**config.mk**
```make
export PLATFORM = sky130hd
export DESIGN_NAME = polyline_budget_split_unit_flat
export DESIGN_NICKNAME = d
export VERILOG_FILES = /design/src/hw/rtl/pbs_pkg.sv /design/src/hw/rtl/pbs_point_if.sv /design/src/hw/rtl/pbs_result_if.sv /design/src/hw/rtl/pbs_cfg_if.sv /design/src/hw/rtl/pbs_queue.sv /design/src/hw/rtl/pbs_front.sv /design/src/hw/rtl/pbs_arith.sv /design/src/hw/rtl/pbs_back.sv /design/src/hw/rtl/polyline_budget_split_unit.sv /design/src/flat_wrapper.sv
export SDC_FILE = /design/constraint.sdc
export NUM_CORES = 2
export LEC_CHECK = 0
export ABC_CLOCK_PERIOD_IN_PS = 21500
export BUFFER_PORTS_ARGS = -buffer_cell sky130_fd_sc_hd__buf_2
export CORE_MARGIN = 10
export CORE_UTILIZATION = 40
export CTS_CLUSTER_SIZE = 24
export DETAILED_ROUTE_END_ITERATION = 16
export PLACE_DENSITY = 0.58
export SLEW_MARGIN = 10
export SYNTH_ARGS = -nofsm -noshare
export SYNTH_HDL_FRONTEND = slang
export SYNTH_SLANG_ARGS = --single-unit
export TNS_END_PERCENT = 1
```
**constraint.sdc**
```tcl
create_clock -name i_clk -period 21.5 [get_ports i_clk]
set_input_delay 5.375 -clock i_clk [delete_from_list [all_inputs] [get_ports i_clk]]
set_output_delay 5.375 -clock i_clk [all_outputs]
set_load 0.01 [all_outputs]
```
**src/hw/rtl/pbs_pkg.sv**
```systemverilog
// ----------------------------------------------------------------------------
// pbs_pkg
// Shared constants and types of the polyline budget split unit.
// ----------------------------------------------------------------------------
package pbs_pkg;

    localparam int COORD_WIDTH_DEF = 32;
    localparam int TOTAL_WIDTH     = 40;
    localparam int BUDGET_WIDTH    = 32;
    localparam int QUEUE_DEPTH     = 2;

    // operations of the serial arithmetic unit
    typedef enum logic [2:0] {
        OP_MUL  = 3'b001,
        OP_SQRT = 3'b010,
        OP_DIV  = 3'b100
    } t_op;

    typedef struct packed {
        logic go;
        t_op  op;
    } t_arith_req;

    typedef struct packed {
        logic busy;
        logic done;
    } t_arith_sts;

endpackage

```
**src/hw/rtl/pbs_point_if.sv**
```systemverilog
// ----------------------------------------------------------------------------
// pbs_point_if
// Path point request channel.
// ----------------------------------------------------------------------------
interface pbs_point_if #(
    parameter int COORD_WIDTH = pbs_pkg::COORD_WIDTH_DEF
);
    logic                          valid;
    logic                          ready;
    logic signed [COORD_WIDTH-1:0] point_x;
    logic signed [COORD_WIDTH-1:0] point_y;
    logic signed [COORD_WIDTH-1:0] point_z;
    logic                          starts_path;

    modport source (output valid, point_x, point_y, point_z, starts_path, input ready);
    modport sink   (input valid, point_x, point_y, point_z, starts_path, output ready);
endinterface

```
**src/hw/rtl/pbs_result_if.sv**
```systemverilog
// ----------------------------------------------------------------------------
// pbs_result_if
// Emitted point request channel.
// ----------------------------------------------------------------------------
interface pbs_result_if #(
    parameter int COORD_WIDTH = pbs_pkg::COORD_WIDTH_DEF
);
    logic                          valid;
    logic                          ready;
    logic signed [COORD_WIDTH-1:0] out_x;
    logic signed [COORD_WIDTH-1:0] out_y;
    logic signed [COORD_WIDTH-1:0] out_z;
    logic                          beyond_reach;
    logic                          last_of_run;

    modport source (output valid, out_x, out_y, out_z, beyond_reach, last_of_run,
                    input ready);
    modport sink   (input valid, out_x, out_y, out_z, beyond_reach, last_of_run,
                    output ready);
endinterface

```
**src/hw/rtl/pbs_cfg_if.sv**
```systemverilog
// ----------------------------------------------------------------------------
// pbs_cfg_if
// Distance budget write channel.
// ----------------------------------------------------------------------------
interface pbs_cfg_if;
    logic                                valid;
    logic                                ready;
    logic [pbs_pkg::BUDGET_WIDTH-1:0]    distance_budget;

    modport source (output valid, distance_budget, input ready);
    modport sink   (input valid, distance_budget, output ready);
endinterface

```
**src/hw/rtl/pbs_queue.sv**
```systemverilog
// ----------------------------------------------------------------------------
// pbs_queue
// Short register queue between the front and back parts.
// ----------------------------------------------------------------------------
module pbs_queue #(
    parameter int WIDTH = 8,
    parameter int DEPTH = pbs_pkg::QUEUE_DEPTH
) (
    input  logic             i_clk,
    input  logic             i_rst_n,
    input  logic             i_push,
    input  logic [WIDTH-1:0] i_data,
    input  logic             i_pop,
    output logic             o_valid,
    output logic             o_full,
    output logic [WIDTH-1:0] o_data
);
    localparam int PTRW = (DEPTH > 1) ? $clog2(DEPTH) : 1;
    localparam int CNTW = $clog2(DEPTH + 1);

    logic [WIDTH-1:0] r_slot [DEPTH];
    logic [PTRW-1:0]  r_wr, n_wr;
    logic [PTRW-1:0]  r_rd, n_rd;
    logic [CNTW-1:0]  r_cnt, n_cnt;

    assign o_valid = (r_cnt != '0);
    assign o_full  = (r_cnt == CNTW'(DEPTH));
    assign o_data  = r_slot[r_rd];

    always_comb begin
        n_wr  = r_wr;
        n_rd  = r_rd;
        n_cnt = r_cnt;
        if (i_push) begin
            n_wr = (r_wr == PTRW'(DEPTH - 1)) ? '0 : r_wr + 1'b1;
        end
        if (i_pop) begin
            n_rd = (r_rd == PTRW'(DEPTH - 1)) ? '0 : r_rd + 1'b1;
        end
        if (i_push && !i_pop) begin
            n_cnt = r_cnt + 1'b1;
        end else if (!i_push && i_pop) begin
            n_cnt = r_cnt - 1'b1;
        end
    end

    always_ff @(posedge i_clk) begin
        if (!i_rst_n) begin
            r_wr  <= '0;
            r_rd  <= '0;
            r_cnt <= '0;
        end else begin
            r_wr  <= n_wr;
            r_rd  <= n_rd;
            r_cnt <= n_cnt;
        end
    end

    always_ff @(posedge i_clk) begin
        if (i_push) begin
            r_slot[r_wr] <= i_data;
        end
    end
endmodule

```
**src/hw/rtl/pbs_front.sv**
```systemverilog
// ----------------------------------------------------------------------------
// pbs_front
// Accepts path points, forms the segment differences against the previous
// point and queues the work for the back part.
// ----------------------------------------------------------------------------
module pbs_front #(
    parameter int COORD_WIDTH = pbs_pkg::COORD_WIDTH_DEF
) (
    input  logic                                 i_clk,
    input  logic                                 i_rst_n,
    pbs_point_if.sink                            i_point,
    input  logic                                 i_full,
    output logic                                 o_push,
    output logic [4+9*COORD_WIDTH+2:0]           o_data
);
    localparam int LW = COORD_WIDTH + 1;

    logic signed [COORD_WIDTH-1:0] r_px, r_py, r_pz;
    logic [LW-1:0] w_dx, w_dy, w_dz;
    logic [LW-1:0] w_mx, w_my, w_mz;

    assign i_point.ready = !i_full;
    assign o_push        = i_point.valid && !i_full;

    assign w_dx = {i_point.point_x[COORD_WIDTH-1], i_point.point_x} - {r_px[COORD_WIDTH-1], r_px};
    assign w_dy = {i_point.point_y[COORD_WIDTH-1], i_point.point_y} - {r_py[COORD_WIDTH-1], r_py};
    assign w_dz = {i_point.point_z[COORD_WIDTH-1], i_point.point_z} - {r_pz[COORD_WIDTH-1], r_pz};

    assign w_mx = w_dx[LW-1] ? LW'(0) - w_dx : w_dx;
    assign w_my = w_dy[LW-1] ? LW'(0) - w_dy : w_dy;
    assign w_mz = w_dz[LW-1] ? LW'(0) - w_dz : w_dz;

    assign o_data = {i_point.starts_path, w_dx[LW-1], w_dy[LW-1], w_dz[LW-1],
                     w_mx, w_my, w_mz,
                     i_point.point_x, i_point.point_y, i_point.point_z,
                     r_px, r_py, r_pz};

    always_ff @(posedge i_clk) begin
        if (!i_rst_n) begin
            r_px <= '0;
            r_py <= '0;
            r_pz <= '0;
        end else if (o_push) begin
            r_px <= i_point.point_x;
            r_py <= i_point.point_y;
            r_pz <= i_point.point_z;
        end
    end
endmodule

```
**src/hw/rtl/pbs_arith.sv**
```systemverilog
// ----------------------------------------------------------------------------
// pbs_arith
// Shared bit-serial arithmetic: shift-add multiply, digit-by-digit square
// root and restoring division, one bit per cycle.
// ----------------------------------------------------------------------------
module pbs_arith #(
    parameter int COORD_WIDTH = pbs_pkg::COORD_WIDTH_DEF
) (
    input  logic                    i_clk,
    input  logic                    i_rst_n,
    input  pbs_pkg::t_arith_req     i_req,
    input  logic [((COORD_WIDTH+1 > pbs_pkg::BUDGET_WIDTH) ?
                   COORD_WIDTH+1 : pbs_pkg::BUDGET_WIDTH)-1:0] i_opa,
    input  logic [((COORD_WIDTH+1 > pbs_pkg::BUDGET_WIDTH) ?
                   COORD_WIDTH+1 : pbs_pkg::BUDGET_WIDTH)-1:0] i_opb,
    input  logic [2*((COORD_WIDTH+1 > pbs_pkg::BUDGET_WIDTH) ?
                   COORD_WIDTH+1 : pbs_pkg::BUDGET_WIDTH)-1:0] i_wide,
    output pbs_pkg::t_arith_sts     o_sts,
    output logic [2*((COORD_WIDTH+1 > pbs_pkg::BUDGET_WIDTH) ?
                   COORD_WIDTH+1 : pbs_pkg::BUDGET_WIDTH)-1:0] o_prod,
    output logic [COORD_WIDTH:0]    o_quo
);
    import pbs_pkg::*;

    localparam int LW   = COORD_WIDTH + 1;
    localparam int MW   = (LW > BUDGET_WIDTH) ? LW : BUDGET_WIDTH;
    localparam int PW   = 2 * MW;
    localparam int SW   = 2 * COORD_WIDTH + 2;
    localparam int NW   = LW + BUDGET_WIDTH;
    localparam int RW   = COORD_WIDTH + 4;
    localparam int CNTW = $clog2(MW + 1);

    typedef enum logic [1:0] {
        A_IDLE = 2'b01,
        A_RUN  = 2'b10
    } t_astate;

    t_astate         r_state, n_state;
    t_op             r_op, n_op;
    logic [PW-1:0]   r_p, n_p;
    logic [MW-1:0]   r_a, n_a;
    logic [RW-1:0]   r_rem, n_rem;
    logic [LW-1:0]   r_q, n_q;
    logic [CNTW-1:0] r_cnt, n_cnt;
    logic            r_done, n_done;

    logic [MW:0]     w_mul_up;
    logic [RW-1:0]   w_sq_w, w_sq_t, w_dv_w, w_dv_d;

    assign o_sts.busy = (r_state == A_RUN);
    assign o_sts.done = r_done;
    assign o_prod     = r_p;
    assign o_quo      = r_q;

    always_comb begin
        n_state  = r_state;
        n_op     = r_op;
        n_p      = r_p;
        n_a      = r_a;
        n_rem    = r_rem;
        n_q      = r_q;
        n_cnt    = r_cnt;
        n_done   = 1'b0;
        w_mul_up = {1'b0, r_p[PW-1:MW]} + {1'b0, (r_p[0] ? r_a : {MW{1'b0}})};
        w_sq_w   = {r_rem[RW-3:0], r_p[PW-1 -: 2]};
        w_sq_t   = RW'({r_q, 2'b01});
        w_dv_w   = {r_rem[RW-2:0], r_p[PW-1]};
        w_dv_d   = RW'(r_a[LW-1:0]);
        case (r_state)
            A_IDLE: begin
                if (i_req.go) begin
                    n_state = A_RUN;
                    n_op    = i_req.op;
                    n_a     = i_opa;
                    n_q     = '0;
                    n_rem   = '0;
                    case (i_req.op)
                        OP_MUL: begin
                            n_p   = {{MW{1'b0}}, i_opb};
                            n_cnt = CNTW'(MW);
                        end
                        OP_SQRT: begin
                            n_p   = i_wide << (PW - SW);
                            n_cnt = CNTW'(LW);
                        end
                        OP_DIV: begin
                            // quotient is known to fit LW bits: seed with the top part
                            n_rem = RW'(i_wide[NW-1:LW]);
                            n_p   = i_wide << (PW - LW);
                            n_cnt = CNTW'(LW);
                        end
                        default: begin
                            n_state = A_IDLE;
                        end
                    endcase
                end
            end
            A_RUN: begin
                case (r_op)
                    OP_MUL: begin
                        n_p = {w_mul_up, r_p[MW-1:1]};
                    end
                    OP_SQRT: begin
                        n_p = r_p << 2;
                        if (w_sq_w >= w_sq_t) begin
                            n_rem = w_sq_w - w_sq_t;
                            n_q   = {r_q[LW-2:0], 1'b1};
                        end else begin
                            n_rem = w_sq_w;
                            n_q   = {r_q[LW-2:0], 1'b0};
                        end
                    end
                    OP_DIV: begin
                        n_p = r_p << 1;
                        if (w_dv_w >= w_dv_d) begin
                            n_rem = w_dv_w - w_dv_d;
                            n_q   = {r_q[LW-2:0], 1'b1};
                        end else begin
                            n_rem = w_dv_w;
                            n_q   = {r_q[LW-2:0], 1'b0};
                        end
                    end
                    default: begin
                        n_p = r_p;
                    end
                endcase
                n_cnt = r_cnt - 1'b1;
                if (r_cnt == CNTW'(1)) begin
                    n_state = A_IDLE;
                    n_done  = 1'b1;
                end
            end
            default: begin
                n_state = A_IDLE;
            end
        endcase
    end

    always_ff @(posedge i_clk) begin
        if (!i_rst_n) begin
            r_state <= A_IDLE;
            r_done  <= 1'b0;
            r_cnt   <= '0;
            r_op    <= OP_MUL;
        end else begin
            r_state <= n_state;
            r_done  <= n_done;
            r_cnt   <= n_cnt;
            r_op    <= n_op;
        end
    end

    always_ff @(posedge i_clk) begin
        r_p   <= n_p;
        r_a   <= n_a;
        r_rem <= n_rem;
        r_q   <= n_q;
    end
endmodule

```
**src/hw/rtl/pbs_back.sv**
```systemverilog
// ----------------------------------------------------------------------------
// pbs_back
// Measures each queued segment, checks it against the budget, works out
// the crossing point and drives the result register.
// ----------------------------------------------------------------------------
module pbs_back #(
    parameter int COORD_WIDTH = pbs_pkg::COORD_WIDTH_DEF
) (
    input  logic                          i_clk,
    input  logic                          i_rst_n,
    pbs_cfg_if.sink                       i_cfg,
    input  logic                          i_q_valid,
    input  logic [4+9*COORD_WIDTH+2:0]    i_q_data,
    output logic                          o_q_pop,
    output pbs_pkg::t_arith_req           o_req,
    output logic [((COORD_WIDTH+1 > pbs_pkg::BUDGET_WIDTH) ?
                   COORD_WIDTH+1 : pbs_pkg::BUDGET_WIDTH)-1:0] o_opa,
    output logic [((COORD_WIDTH+1 > pbs_pkg::BUDGET_WIDTH) ?
                   COORD_WIDTH+1 : pbs_pkg::BUDGET_WIDTH)-1:0] o_opb,
    output logic [2*((COORD_WIDTH+1 > pbs_pkg::BUDGET_WIDTH) ?
                   COORD_WIDTH+1 : pbs_pkg::BUDGET_WIDTH)-1:0] o_wide,
    input  pbs_pkg::t_arith_sts           i_sts,
    input  logic [2*((COORD_WIDTH+1 > pbs_pkg::BUDGET_WIDTH) ?
                   COORD_WIDTH+1 : pbs_pkg::BUDGET_WIDTH)-1:0] i_prod,
    input  logic [COORD_WIDTH:0]          i_quo,
    pbs_result_if.source                  o_result
);
    import pbs_pkg::*;

    localparam int CW   = COORD_WIDTH;
    localparam int LW   = CW + 1;
    localparam int MW   = (LW > BUDGET_WIDTH) ? LW : BUDGET_WIDTH;
    localparam int PW   = 2 * MW;
    localparam int SW   = 2 * CW + 2;
    localparam int SUMW = ((TOTAL_WIDTH > LW) ? TOTAL_WIDTH : LW) + 1;

    typedef enum logic [7:0] {
        S_IDLE   = 8'b0000_0001,
        S_SQ     = 8'b0000_0010,
        S_ROOT   = 8'b0000_0100,
        S_DECIDE = 8'b0000_1000,
        S_MUL    = 8'b0001_0000,
        S_DIV    = 8'b0010_0000,
        S_OUT1   = 8'b0100_0000,
        S_OUT2   = 8'b1000_0000
    } t_state;

    // queue entry fields
    logic                 w_start;
    logic [2:0]           w_sgn;
    logic [LW-1:0]        w_mx, w_my, w_mz;
    logic signed [CW-1:0] w_x, w_y, w_z, w_px, w_py, w_pz;

    assign {w_start, w_sgn, w_mx, w_my, w_mz, w_x, w_y, w_z, w_px, w_py, w_pz} = i_q_data;

    t_state                 r_state, n_state;
    logic [1:0]             r_k, n_k;
    logic signed [CW-1:0]   r_pt  [3];
    logic signed [CW-1:0]   r_pv  [3];
    logic [LW-1:0]          r_mag [3];
    logic [2:0]             r_sgn;
    logic signed [CW-1:0]   r_cross [3];
    logic [SW-1:0]          r_sum;
    logic [LW-1:0]          r_len;
    logic [TOTAL_WIDTH-1:0] r_total;
    logic [BUDGET_WIDTH-1:0] r_rem_b;
    logic [BUDGET_WIDTH-1:0] r_budget;
    logic                   r_far;
    logic                   r_go, n_go;
    t_op                    r_op, n_op;
    logic                   r_ov;
    logic signed [CW-1:0]   r_ox, r_oy, r_oz;
    logic                   r_ob, r_ol;

    logic                   w_free;
    logic [SUMW-1:0]        w_sum;
    logic [CW-1:0]          w_q;
    logic signed [CW-1:0]   w_cross;

    assign i_cfg.ready = 1'b1;
    assign w_free      = !r_ov || o_result.ready;
    assign o_q_pop     = (r_state == S_IDLE) && i_q_valid;
    assign w_sum       = SUMW'(r_total) + SUMW'(r_len);
    assign w_q         = i_quo[CW-1:0];
    assign w_cross     = r_sgn[r_k] ? r_pv[r_k] - w_q : r_pv[r_k] + w_q;

    assign o_req.go = r_go;
    assign o_req.op = r_op;
    assign o_opa    = (r_state == S_DIV) ? MW'(r_len) : MW'(r_mag[r_k]);
    assign o_opb    = (r_state == S_MUL) ? MW'(r_rem_b) : MW'(r_mag[r_k]);
    assign o_wide   = (r_state == S_ROOT) ? PW'(r_sum) : i_prod;

    assign o_result.valid        = r_ov;
    assign o_result.out_x        = r_ox;
    assign o_result.out_y        = r_oy;
    assign o_result.out_z        = r_oz;
    assign o_result.beyond_reach = r_ob;
    assign o_result.last_of_run  = r_ol;

    always_comb begin
        n_state = r_state;
        n_k     = r_k;
        n_go    = 1'b0;
        n_op    = r_op;
        case (r_state)
            S_IDLE: begin
                if (i_q_valid) begin
                    n_k     = 2'd0;
                    n_state = w_start ? S_OUT2 : S_SQ;
                    if (!w_start) begin
                        n_go = 1'b1;
                        n_op = OP_MUL;
                    end
                end
            end
            S_SQ: begin
                if (i_sts.done) begin
                    n_go = 1'b1;
                    if (r_k == 2'd2) begin
                        n_state = S_ROOT;
                        n_op    = OP_SQRT;
                    end else begin
                        n_k  = r_k + 1'b1;
                        n_op = OP_MUL;
                    end
                end
            end
            S_ROOT: begin
                if (i_sts.done) begin
                    n_state = S_DECIDE;
                end
            end
            S_DECIDE: begin
                if (w_sum <= SUMW'(r_budget)) begin
                    n_state = S_OUT2;
                end else if (TOTAL_WIDTH'(r_budget) <= r_total) begin
                    n_state = S_OUT2;
                end else begin
                    n_k     = 2'd0;
                    n_state = S_MUL;
                    n_go    = 1'b1;
                    n_op    = OP_MUL;
                end
            end
            S_MUL: begin
                if (i_sts.done) begin
                    n_state = S_DIV;
                    n_go    = 1'b1;
                    n_op    = OP_DIV;
                end
            end
            S_DIV: begin
                if (i_sts.done) begin
                    if (r_k == 2'd2) begin
                        n_state = S_OUT1;
                    end else begin
                        n_k     = r_k + 1'b1;
                        n_state = S_MUL;
                        n_go    = 1'b1;
                        n_op    = OP_MUL;
                    end
                end
            end
            S_OUT1: begin
                if (w_free) begin
                    n_state = S_OUT2;
                end
            end
            S_OUT2: begin
                if (w_free) begin
                    n_state = S_IDLE;
                end
            end
            default: begin
                n_state = S_IDLE;
            end
        endcase
    end

    // control
    always_ff @(posedge i_clk) begin
        if (!i_rst_n) begin
            r_state  <= S_IDLE;
            r_k      <= 2'd0;
            r_go     <= 1'b0;
            r_op     <= OP_MUL;
            r_ov     <= 1'b0;
            r_total  <= '0;
            r_budget <= '0;
        end else begin
            r_state <= n_state;
            r_k     <= n_k;
            r_go    <= n_go;
            r_op    <= n_op;
            if (i_cfg.valid) begin
                r_budget <= i_cfg.distance_budget;
            end
            // load a new request, or drop the one taken downstream
            if ((r_state == S_OUT1 || r_state == S_OUT2) && w_free) begin
                r_ov <= 1'b1;
            end else if (o_result.ready) begin
                r_ov <= 1'b0;
            end
            case (r_state)
                S_IDLE: begin
                    if (i_q_valid && w_start) begin
                        r_total <= '0;
                    end
                end
                S_DECIDE: begin
                    // saturate the running total
                    if (w_sum > SUMW'({TOTAL_WIDTH{1'b1}})) begin
                        r_total <= {TOTAL_WIDTH{1'b1}};
                    end else begin
                        r_total <= w_sum[TOTAL_WIDTH-1:0];
                    end
                end
                default: begin
                    r_total <= r_total;
                end
            endcase
        end
    end

    // datapath
    always_ff @(posedge i_clk) begin
        case (r_state)
            S_IDLE: begin
                if (i_q_valid) begin
                    r_pt[0]  <= w_x;
                    r_pt[1]  <= w_y;
                    r_pt[2]  <= w_z;
                    r_pv[0]  <= w_px;
                    r_pv[1]  <= w_py;
                    r_pv[2]  <= w_pz;
                    r_mag[0] <= w_mx;
                    r_mag[1] <= w_my;
                    r_mag[2] <= w_mz;
                    r_sgn    <= {w_sgn[0], w_sgn[1], w_sgn[2]};
                    r_sum    <= '0;
                    r_far    <= 1'b0;
                end
            end
            S_SQ: begin
                if (i_sts.done) begin
                    r_sum <= r_sum + i_prod[SW-1:0];
                end
            end
            S_ROOT: begin
                if (i_sts.done) begin
                    r_len <= i_quo;
                end
            end
            S_DECIDE: begin
                r_rem_b <= r_budget - r_total[BUDGET_WIDTH-1:0];
                r_far   <= !(w_sum <= SUMW'(r_budget));
            end
            S_DIV: begin
                if (i_sts.done) begin
                    r_cross[r_k] <= w_cross;
                end
            end
            S_OUT1: begin
                if (w_free) begin
                    r_ox <= r_cross[0];
                    r_oy <= r_cross[1];
                    r_oz <= r_cross[2];
                    r_ob <= 1'b0;
                    r_ol <= 1'b0;
                end
            end
            S_OUT2: begin
                if (w_free) begin
                    r_ox <= r_pt[0];
                    r_oy <= r_pt[1];
                    r_oz <= r_pt[2];
                    r_ob <= r_far;
                    r_ol <= 1'b1;
                end
            end
            default: begin
                r_len <= r_len;
            end
        endcase
    end

`ifndef SYNTHESIS
    a_div_nonzero: assert property (@(posedge i_clk) disable iff (!i_rst_n)
        (r_state == S_DIV) |-> (r_len != '0))
        else $error("division by a zero segment length");

    a_done_expected: assert property (@(posedge i_clk) disable iff (!i_rst_n)
        i_sts.done |-> (r_state == S_SQ || r_state == S_ROOT ||
                        r_state == S_MUL || r_state == S_DIV))
        else $error("arithmetic result with no operation pending");

    a_go_idle: assert property (@(posedge i_clk) disable iff (!i_rst_n)
        r_go |-> !i_sts.busy)
        else $error("arithmetic started while busy");

    a_axis_range: assert property (@(posedge i_clk) disable iff (!i_rst_n)
        r_k != 2'd3)
        else $error("axis index out of range");
`endif
endmodule

```
**src/hw/rtl/polyline_budget_split_unit.sv**
```systemverilog
// ----------------------------------------------------------------------------
// polyline_budget_split_unit
// Splits a 3D path at a configured travel distance.
// ----------------------------------------------------------------------------
// A later point of a path takes three squares and a square root, one bit
// per cycle on the shared serial arithmetic unit. When the budget runs
// out inside a segment, the crossing point adds one multiply and one
// divide per axis. A two-entry queue lets new points be taken while a
// segment is measured, and results wait in an output register.
module polyline_budget_split_unit #(
    parameter int COORD_WIDTH = pbs_pkg::COORD_WIDTH_DEF
) (
    input  logic          i_clk,
    input  logic          i_rst_n,
    pbs_point_if.sink     i_point,
    pbs_cfg_if.sink       i_cfg,
    pbs_result_if.source  o_result
);
    import pbs_pkg::*;

    localparam int LW = COORD_WIDTH + 1;
    localparam int MW = (LW > BUDGET_WIDTH) ? LW : BUDGET_WIDTH;
    localparam int EW = 4 + 9 * COORD_WIDTH + 3;

    logic          w_push, w_pop, w_q_valid, w_full;
    logic [EW-1:0] w_push_data, w_q_data;
    t_arith_req    w_req;
    t_arith_sts    w_sts;
    logic [MW-1:0]   w_opa, w_opb;
    logic [2*MW-1:0] w_wide, w_prod;
    logic [LW-1:0]   w_quo;

    pbs_front #(.COORD_WIDTH(COORD_WIDTH)) u_front (
        .i_clk   (i_clk),
        .i_rst_n (i_rst_n),
        .i_point (i_point),
        .i_full  (w_full),
        .o_push  (w_push),
        .o_data  (w_push_data)
    );

    pbs_queue #(.WIDTH(EW), .DEPTH(QUEUE_DEPTH)) u_queue (
        .i_clk   (i_clk),
        .i_rst_n (i_rst_n),
        .i_push  (w_push),
        .i_data  (w_push_data),
        .i_pop   (w_pop),
        .o_valid (w_q_valid),
        .o_full  (w_full),
        .o_data  (w_q_data)
    );

    pbs_arith #(.COORD_WIDTH(COORD_WIDTH)) u_arith (
        .i_clk   (i_clk),
        .i_rst_n (i_rst_n),
        .i_req   (w_req),
        .i_opa   (w_opa),
        .i_opb   (w_opb),
        .i_wide  (w_wide),
        .o_sts   (w_sts),
        .o_prod  (w_prod),
        .o_quo   (w_quo)
    );

    pbs_back #(.COORD_WIDTH(COORD_WIDTH)) u_back (
        .i_clk     (i_clk),
        .i_rst_n   (i_rst_n),
        .i_cfg     (i_cfg),
        .i_q_valid (w_q_valid),
        .i_q_data  (w_q_data),
        .o_q_pop   (w_pop),
        .o_req     (w_req),
        .o_opa     (w_opa),
        .o_opb     (w_opb),
        .o_wide    (w_wide),
        .i_sts     (w_sts),
        .i_prod    (w_prod),
        .i_quo     (w_quo),
        .o_result  (o_result)
    );
endmodule
```
**src/flat_wrapper.sv**
```systemverilog
// flat-port wrapper written by rule: the top's interface ports become plain ports
module polyline_budget_split_unit_flat import pbs_pkg::*;
#(
    parameter int COORD_WIDTH = pbs_pkg::COORD_WIDTH_DEF
)
  (i_clk, i_rst_n, i_point_valid, i_point_point_x, i_point_point_y, i_point_point_z, i_point_starts_path, i_point_ready, i_cfg_valid, i_cfg_distance_budget, i_cfg_ready, o_result_valid, o_result_out_x, o_result_out_y, o_result_out_z, o_result_beyond_reach, o_result_last_of_run, o_result_ready);
  pbs_point_if #(.COORD_WIDTH(COORD_WIDTH)) i_point_i ();
  pbs_cfg_if i_cfg_i ();
  pbs_result_if #(.COORD_WIDTH(COORD_WIDTH)) o_result_i ();
  input  logic i_clk;
  input  logic i_rst_n;
  input wire logic [$bits(i_point_i.valid)-1:0] i_point_valid;
  input wire logic [$bits(i_point_i.point_x)-1:0] i_point_point_x;
  input wire logic [$bits(i_point_i.point_y)-1:0] i_point_point_y;
  input wire logic [$bits(i_point_i.point_z)-1:0] i_point_point_z;
  input wire logic [$bits(i_point_i.starts_path)-1:0] i_point_starts_path;
  output wire logic [$bits(i_point_i.ready)-1:0] i_point_ready;
  input wire logic [$bits(i_cfg_i.valid)-1:0] i_cfg_valid;
  input wire logic [$bits(i_cfg_i.distance_budget)-1:0] i_cfg_distance_budget;
  output wire logic [$bits(i_cfg_i.ready)-1:0] i_cfg_ready;
  output wire logic [$bits(o_result_i.valid)-1:0] o_result_valid;
  output wire logic [$bits(o_result_i.out_x)-1:0] o_result_out_x;
  output wire logic [$bits(o_result_i.out_y)-1:0] o_result_out_y;
  output wire logic [$bits(o_result_i.out_z)-1:0] o_result_out_z;
  output wire logic [$bits(o_result_i.beyond_reach)-1:0] o_result_beyond_reach;
  output wire logic [$bits(o_result_i.last_of_run)-1:0] o_result_last_of_run;
  input wire logic [$bits(o_result_i.ready)-1:0] o_result_ready;
  assign i_point_i.valid = i_point_valid;
  assign i_point_i.point_x = i_point_point_x;
  assign i_point_i.point_y = i_point_point_y;
  assign i_point_i.point_z = i_point_point_z;
  assign i_point_i.starts_path = i_point_starts_path;
  assign i_point_ready = i_point_i.ready;
  assign i_cfg_i.valid = i_cfg_valid;
  assign i_cfg_i.distance_budget = i_cfg_distance_budget;
  assign i_cfg_ready = i_cfg_i.ready;
  assign o_result_valid = o_result_i.valid;
  assign o_result_out_x = o_result_i.out_x;
  assign o_result_out_y = o_result_i.out_y;
  assign o_result_out_z = o_result_i.out_z;
  assign o_result_beyond_reach = o_result_i.beyond_reach;
  assign o_result_last_of_run = o_result_i.last_of_run;
  assign o_result_i.ready = o_result_ready;
  polyline_budget_split_unit #(.COORD_WIDTH(COORD_WIDTH)) u_core (.i_clk(i_clk), .i_rst_n(i_rst_n), .i_point(i_point_i), .i_cfg(i_cfg_i), .o_result(o_result_i));
endmodule
```
After elaboration in Yosys (flattened, before gate mapping)
Memories as Yosys holds them, arrays and structs flattened. A register that Yosys moved wholly into a read port is not among the register bits.
Cells that the tools add are included.
- divide/modulo/power cells: 0
- muxes and demuxes: 111
- bitwise gates (word level): 0
- $mul: 0
- shifts and indexed selects: 0
- equal/unequal tests: 41
- add/subtract/negate cells: 20
- magnitude comparators: 6
- reduce and logical (&&, ||, !) cells: 41
- operators with widths (operator ; number):
    66-bit case mux with 3 select lines ; 2
    66-bit two-way mux ; 4
    66-bit case mux with 2 select lines ; 2
    32-bit two-way mux ; 8
    33-bit two-way mux ; 7
    32-bit case mux with 2 select lines ; 3
    35-bit case mux with 2 select lines ; 2
    33-bit case mux with 2 select lines ; 2
    35-bit two-way mux ; 3
    1-bit by 33-bit subtractor with 33-bit output, first input constant ; 3
    32-bit by 32-bit subtractor with 33-bit output ; 3
    8-bit two-way mux ; 11
    40-bit two-way mux ; 2
    40-bit case mux with 2 select lines ; 1
    66-bit adder ; 1
    8-bit case mux with 8 select lines ; 1
    32-bit subtractor ; 2
    40-bit by 33-bit adder with 41-bit output ; 1
    41-bit by 40-bit greater-than comparator with 1-bit output, second input constant ; 1
    41-bit by 32-bit less-or-equal comparator with 1-bit output ; 1
    32-bit by 40-bit less-or-equal comparator with 1-bit output ; 1
    36-bit by 33-bit greater-or-equal comparator with 1-bit output ; 1
    36-bit by 35-bit greater-or-equal comparator with 1-bit output ; 1
    35-bit by 33-bit subtractor with 35-bit output ; 1
    54 further kinds ; 155
- bits in writable memories: 977
- bits in read-only memories: 0
- latch bits: 0
- memories: 5
- output and inout bits: 101
- flip-flop bits (word level): 599
- logic and storage cells: 256
- bits of input ports: 134
- memories (memory ; words ; bits a word ; rd ports ; clocked after Yosys merged registers in ; write ports ; RTL line ; source):
    u_core.u_queue.r_slot ; 2 ; 295 ; 1 ; 1 ; 1 ; pbs_queue.sv:21 ; logic [WIDTH-1:0] r_slot [DEPTH];
    u_core.u_back.r_mag ; 3 ; 33 ; 1 ; 1 ; 3 ; pbs_back.sv:60 ; logic [LW-1:0] r_mag [3];
    u_core.u_back.r_cross ; 3 ; 32 ; 3 ; 0 ; 1 ; pbs_back.sv:62 ; logic signed [CW-1:0] r_cross [3];
    u_core.u_back.r_pt ; 3 ; 32 ; 3 ; 0 ; 3 ; pbs_back.sv:58 ; logic signed [CW-1:0] r_pt [3];
    u_core.u_back.r_pv ; 3 ; 32 ; 1 ; 1 ; 3 ; pbs_back.sv:59 ; logic signed [CW-1:0] r_pv [3];

Depth between registers and ports, before layout
- depth after elaboration: 7
- mapped depth: 25
- gate-level depth less buffers: 24

Cells and area by module
Synthesis repeated with hierarchy kept, for this count alone.
- cells, all modules: 7647
- area, all modules: 85906.1 µm²
- modules (own cells, without submodules) (module ; instances ; sequential area each (µm²) ; area each (µm²) ; cells an instance):
    pbs_back ; 1 ; 20399.6 ; 36351.1 ; 3297
    pbs_queue ; 1 ; 17817.1 ; 22542.9 ; 940
    pbs_arith ; 1 ; 5255.0 ; 14542.7 ; 1630
    pbs_front ; 1 ; 1921.8 ; 12469.5 ; 1780

Worst setup path after synthesis
OpenSTA, ideal clock, no wires.
- path type: in2reg
- from: input i_point_valid
- to: register u_core.u_queue.r_wr
- setup time: 0.116 ns
- stages: 4
- data required time: 21.384 ns
- buffers on the path: 1
- path slack: 2.480 ns
- data arrival time: 18.904 ns
- path through: nand2_1 clkbuf_1 nor2_1 o21a_1
- cells in the longest elaborated chain, start to end: 1
- ends and longest elaborated chain (item ; RTL line ; source):
    start: declaration ; flat_wrapper.sv:12 ; input wire logic [$bits(i_point_i.valid)-1:0] i_point_valid;
    1-bit logical AND ; pbs_front.sv:23 ; assign o_push = i_point.valid && !i_full;
    end signal: assignment ; pbs_queue.sv:53 ; r_wr <= n_wr;
    end: declaration ; pbs_queue.sv:22 ; logic [PTRW-1:0] r_wr, n_wr;
No other way between the ends.
A chain may end at the register's enable or synchronous reset.

Final worst setup path
- from: input i_point_point_z[0]
- to: memory u_core.u_queue.r_slot[1][208] (netlist bit) (data pin)
- cells in the longest elaborated chain, start to end: 3
- ends and longest elaborated chain (item ; RTL line ; source):
    start: declaration ; flat_wrapper.sv:15 ; input wire logic [$bits(i_point_i.point_z)-1:0] i_point_point_z;
    32-bit by 32-bit subtractor with 33-bit output * ; pbs_front.sv:27 ; assign w_dz = {i_point.point_z[COORD_WIDTH-1], i_point.point_z} - {r_pz[COORD_WIDTH-1], r_pz};
    1-bit by 33-bit subtractor with 33-bit output ; pbs_front.sv:31 ; assign w_mz = w_dz[LW-1] ? LW'(0) - w_dz : w_dz;
    33-bit two-way mux * ; pbs_front.sv:31 ;
    named net u_core.u_front.o_data[208] ; pbs_front.sv:14 ; output logic [4+9*COORD_WIDTH+2:0] o_data
    end: declaration ; pbs_queue.sv:21 ;
Mark *: on every way through the listed nets, which the timed path passes. The rest lies on a longest branch.

==> results.md <==
| Quantity | This run |
| --- | --- |
| Outcome | completed |
| Number of flip-flops and latches in the synthesized netlist | 1579 |
| Maximum clock insertion buffer count | 3 |
| Wire length of the first global-routing pass | 381000 um |
| DRT Pass-1 Iters | 6 |
| Dominant cells by area after synthesis | edfxtp_1 50%, ha_1 6.1%, mux2_2 5.3%, dfxtp_1 4.9%, a21oi_1 2.9% |
| Starting DRT DRC Count | 5263 |
| Maximum VDD drop | 0.109 mV |
| Cell count after synthesis | 7201 |
| Utilization after layout | 45.2% |
| Initial Util | 40.2% |
| CP max FO | 19 |
| Commonest non-fill, non-tap cells in the layout | 1377 x edfxtp_1, 599 x nand2_1, 483 x a21oi_1, 462 x nor2_1, 401 x ha_1 |
| Deepest level of the CTS H-tree | 4 |
| Power Density | 144 nW/um^2 |
| Number of cell rows | 167 |
| Clock tree from TritonCTS | built |
| Number of I/O port buffers | 233 |
| Kind of critical path | input port to flip-flop |
| Worst Tran Pin Value | 1.24 ns |
| Worst reg-to-reg setup slack | 14.77 ns |
| Layout overhead on the synthesized area | 12.4% |
| Sequential share of the synthesized area | 54.6% |
| Post-route antenna net violation count | 0 |
| DIE HEIGHT | 476 um |
| Max Clock Freq | 109 MHz |
| Leakage | 34.3 nW |
| Core outline area | 207000 sq um |
| Number of cells on the worst reg-to-reg path | 22 |
| GRT Resource Usage Total | 22.5% |
| Setup WS pre-CTS | 11.57 ns |
| Count of yosys warnings during synthesis | 0 |
| Mapped Area | 83100 sq um |
| Vias after detailed routing | 58200 |
| Number of vias per cell | 5.68 |
| Fin. max-slew vios | 0 |
| Clock insertion delay at the later pin of the skew report | 0.87 ns |
| Final setup violation count | 0 |
| Clock transition at path regs | 0.06 ns |
| Final cycle utilization of the critical path | 42.6% |
| Post-detail-place hpwl | 193000 um |
| Number of nets produced by synthesis | 7746 |
| Fin Hold WS | 0.431 ns |
| Critical path endpoint category | flip-flop |
| Most area-hungry cell type in the Yosys netlist | edfxtp_1 |
| Setup Skew | 0.0862 ns |
| Max-cap viol count | 0 |
| Width of the die | 476 um |
| Data arrival, critical path | 9.70 ns |
| Setup ws final | 12.33 ns |
| Worst slew margin | 16.5% |
| CTS Buf Count | 177 |
| RSZ-0062 raised after global routing | no |
| Post CTS Setup Buffer Count | 0 |
| Number of cells traversed by the worst hold path | 0 |
| Path type of the worst min-delay path | flip-flop to flip-flop |
| Avg Synthesized Cell Area | 11.5 sq um |
| CTS-repair resized insts | 0 |
| Quantity of hold-fixing buffers added after cts | 0 |
| Number of placed I/O pins | 235 |
| Most used flip-flop cell after synthesis | edfxtp_1 |
| Post-route setup TNS | 0 ns |
| Clock sink total | 1579 |
| Unique cell type count in the Yosys netlist | 99 |
| Post-layout nets | 7937 |
| Wire length reported by the detailed router | 262000 um |
| Crit path launch type | input port |
| Global route total overflow | 0 |
| Avg WL per Cell | 25.5 um |
| Antenna violations before repair | 42 |
| Endpoint required time on the critical path | 22.03 ns |
| Fraction of synthesis flops using an asynchronous set or reset pin | 0% |
| Global placement routability congestion | 0.911 |
| Clk Tree Root Cell | clkbuf_16 |
| Final hold violation count | 0 |
| Maximum number of pins on one net before global-route repair | 133 |
| Die area | 226000 sq um |
| Remaining design rule violation count | 0 |
| Area share of the largest cell type after synthesis | 49.8% |
| Most common library cell in the layout ignoring fill and taps | edfxtp_1 |
| Vias in the first global route | 55900 |
| Final critical-path required period | 9.17 ns |
| Share of cells above drive strength 1 | 14.2% |
| Number of enable-type register cells in the synthesized netlist | 1377 |
==> layout make-up <==
| type | instances | area (sq um) |
|---|---|---|
| clock buffer | 236 | 4820 |
| sequential | 1579 | 45400 |
| clock inverter | 96 | 1310 |
| antenna | 5 | 12.5 |
| fill | 19000 | 113000 |
| timing repair buffer | 307 | 1750 |
| multi-input combinational | 4972 | 35400 |
| tap | 2704 | 3380 |
| inverter | 355 | 1340 |
==> power breakdown <==
| part | switching (mW) | internal (mW) | leakage (nW) | total [mW] |
|---|---|---|---|---|
| sequential | 0.388 | 4.55 | 14.5 | 4.93 |
| combinational | 3.56 | 1.75 | 16.8 | 5.31 |
| clock | 1.33 | 1.85 | 2.97 | 3.18 |
==> layer usage <==
layer / GRT usage, % / share of wire [%] / up-vias
met2: 36.9 / 47 / 1818
met4: 7.65 / 3.7 / 12
li1: - / - / 27200
met1: 30.4 / 44 / 28900
met5: 0 / 0.032 / -
met3: 3.33 / 5.9 / 358
==> registers in the layout, indices dropped and copies added (netlist names), 33 cells and up, named ones only <==
signal and cells:
u_core.u_queue.r_slot 590, u_core.u_back.r_mag 99, u_core.u_back.r_cross 96, u_core.u_back.r_pt 96, u_core.u_back.r_pv 96, u_core.u_arith.o_prod 66, u_core.u_back.r_sum 66, u_core.u_back.r_total 40
u_core.u_arith.r_rem 35, u_core.u_arith.o_quo 33, u_core.u_arith.r_a 33, u_core.u_back.r_len 33
==> path summary, 6_finish.rpt <==
kind,startpoint,end
worst max-delay path,i_point_point_z[0],u_core.u_queue.r_slot[1][208]
worst min register to register,u_core.u_front.r_px[31],u_core.u_queue.r_slot[1][95]
worst min-delay path,u_core.u_front.r_px[31],u_core.u_queue.r_slot[1][95]
worst max register to register,u_core.u_back.r_len[4],u_core.u_back.r_op[0]
==> metrics by stage <==
step,power [mW],instance area (sq um),instances
5_1_grt,14.1,93400,10300
2_1_floorplan,8.28,83100,7201
4_1_cts,13.4,93400,10200
3_5_place_dp,10.2,87300,9917
3_3_place_gp,10.2,87300,9917
6_report,13.4,93400,10300
==> critical path, cell delays in order <==
cell      delay (ns)
buf_2           0.12
inv_1           0.06
ha_1            0.15
inv_1           0.05
fa_1            0.41
a211oi_1        0.39
o21ai_0         0.19
a31oi_1         0.41
a211oi_2        0.21
a211oi_4        0.42
o21ai_1         0.18
a221o_1         0.34
o21a_1          0.20
nand2_1         0.11
a41oi_4         0.12
buf_4           0.23
inv_2           0.33
o21ai_0         0.19
xnor2_1         0.18
==> logic make-up (layout without fill, tap and decap cells) <==
kind of cell | after synthesis | count (layout) | share of synthesized area [%]
buf+inv | 650 | 994 | 2.96
fa+ha+maj | 411 | 411 | 6.27
compound gates | 1837 | 1837 | 14.4
mux | 590 | 590 | 7.70
simple gates | 1721 | 1721 | 9.72
xor+xnor | 412 | 412 | 4.34
other cells | 1 | 6 | 0.00451
flops | 1579 | 1579 | 54.6
==> cell usage after synthesis (10+ instances only) <==
cell type and n:
a211oi_1 47, clkbuf_1 264, o31ai_1 35, o211ai_1 28, and2_1 75, o21a_1 78, dfxtp_1 202, xnor2_1 268
ha_1 402, a31oi_1 64, xor2_1 144, o22ai_1 72, a31o_2 11, o21bai_1 33, or3_1 28, nor2_1 466
nor3_1 71, a41oi_1 14, o21ai_0 364, and3_1 51, a21boi_0 151, nand3b_1 12, o32ai_1 13, a21oi_1 485
o221ai_1 15, a22oi_1 19, mux2_2 393, a211o_1 19, or2_2 20, a221oi_1 48, buf_1 22, o31a_1 14
nand2_1 601, a22o_1 22, a221o_1 10, nor3b_1 15, nand4_1 56, a21o_1 205, nor4_1 27, edfxtp_1 1377
nand3_1 90, inv_1 351, nand2b_1 59, nor2b_1 104, mux2i_1 197
Note: power is estimated with default switching activity, not from simulation.
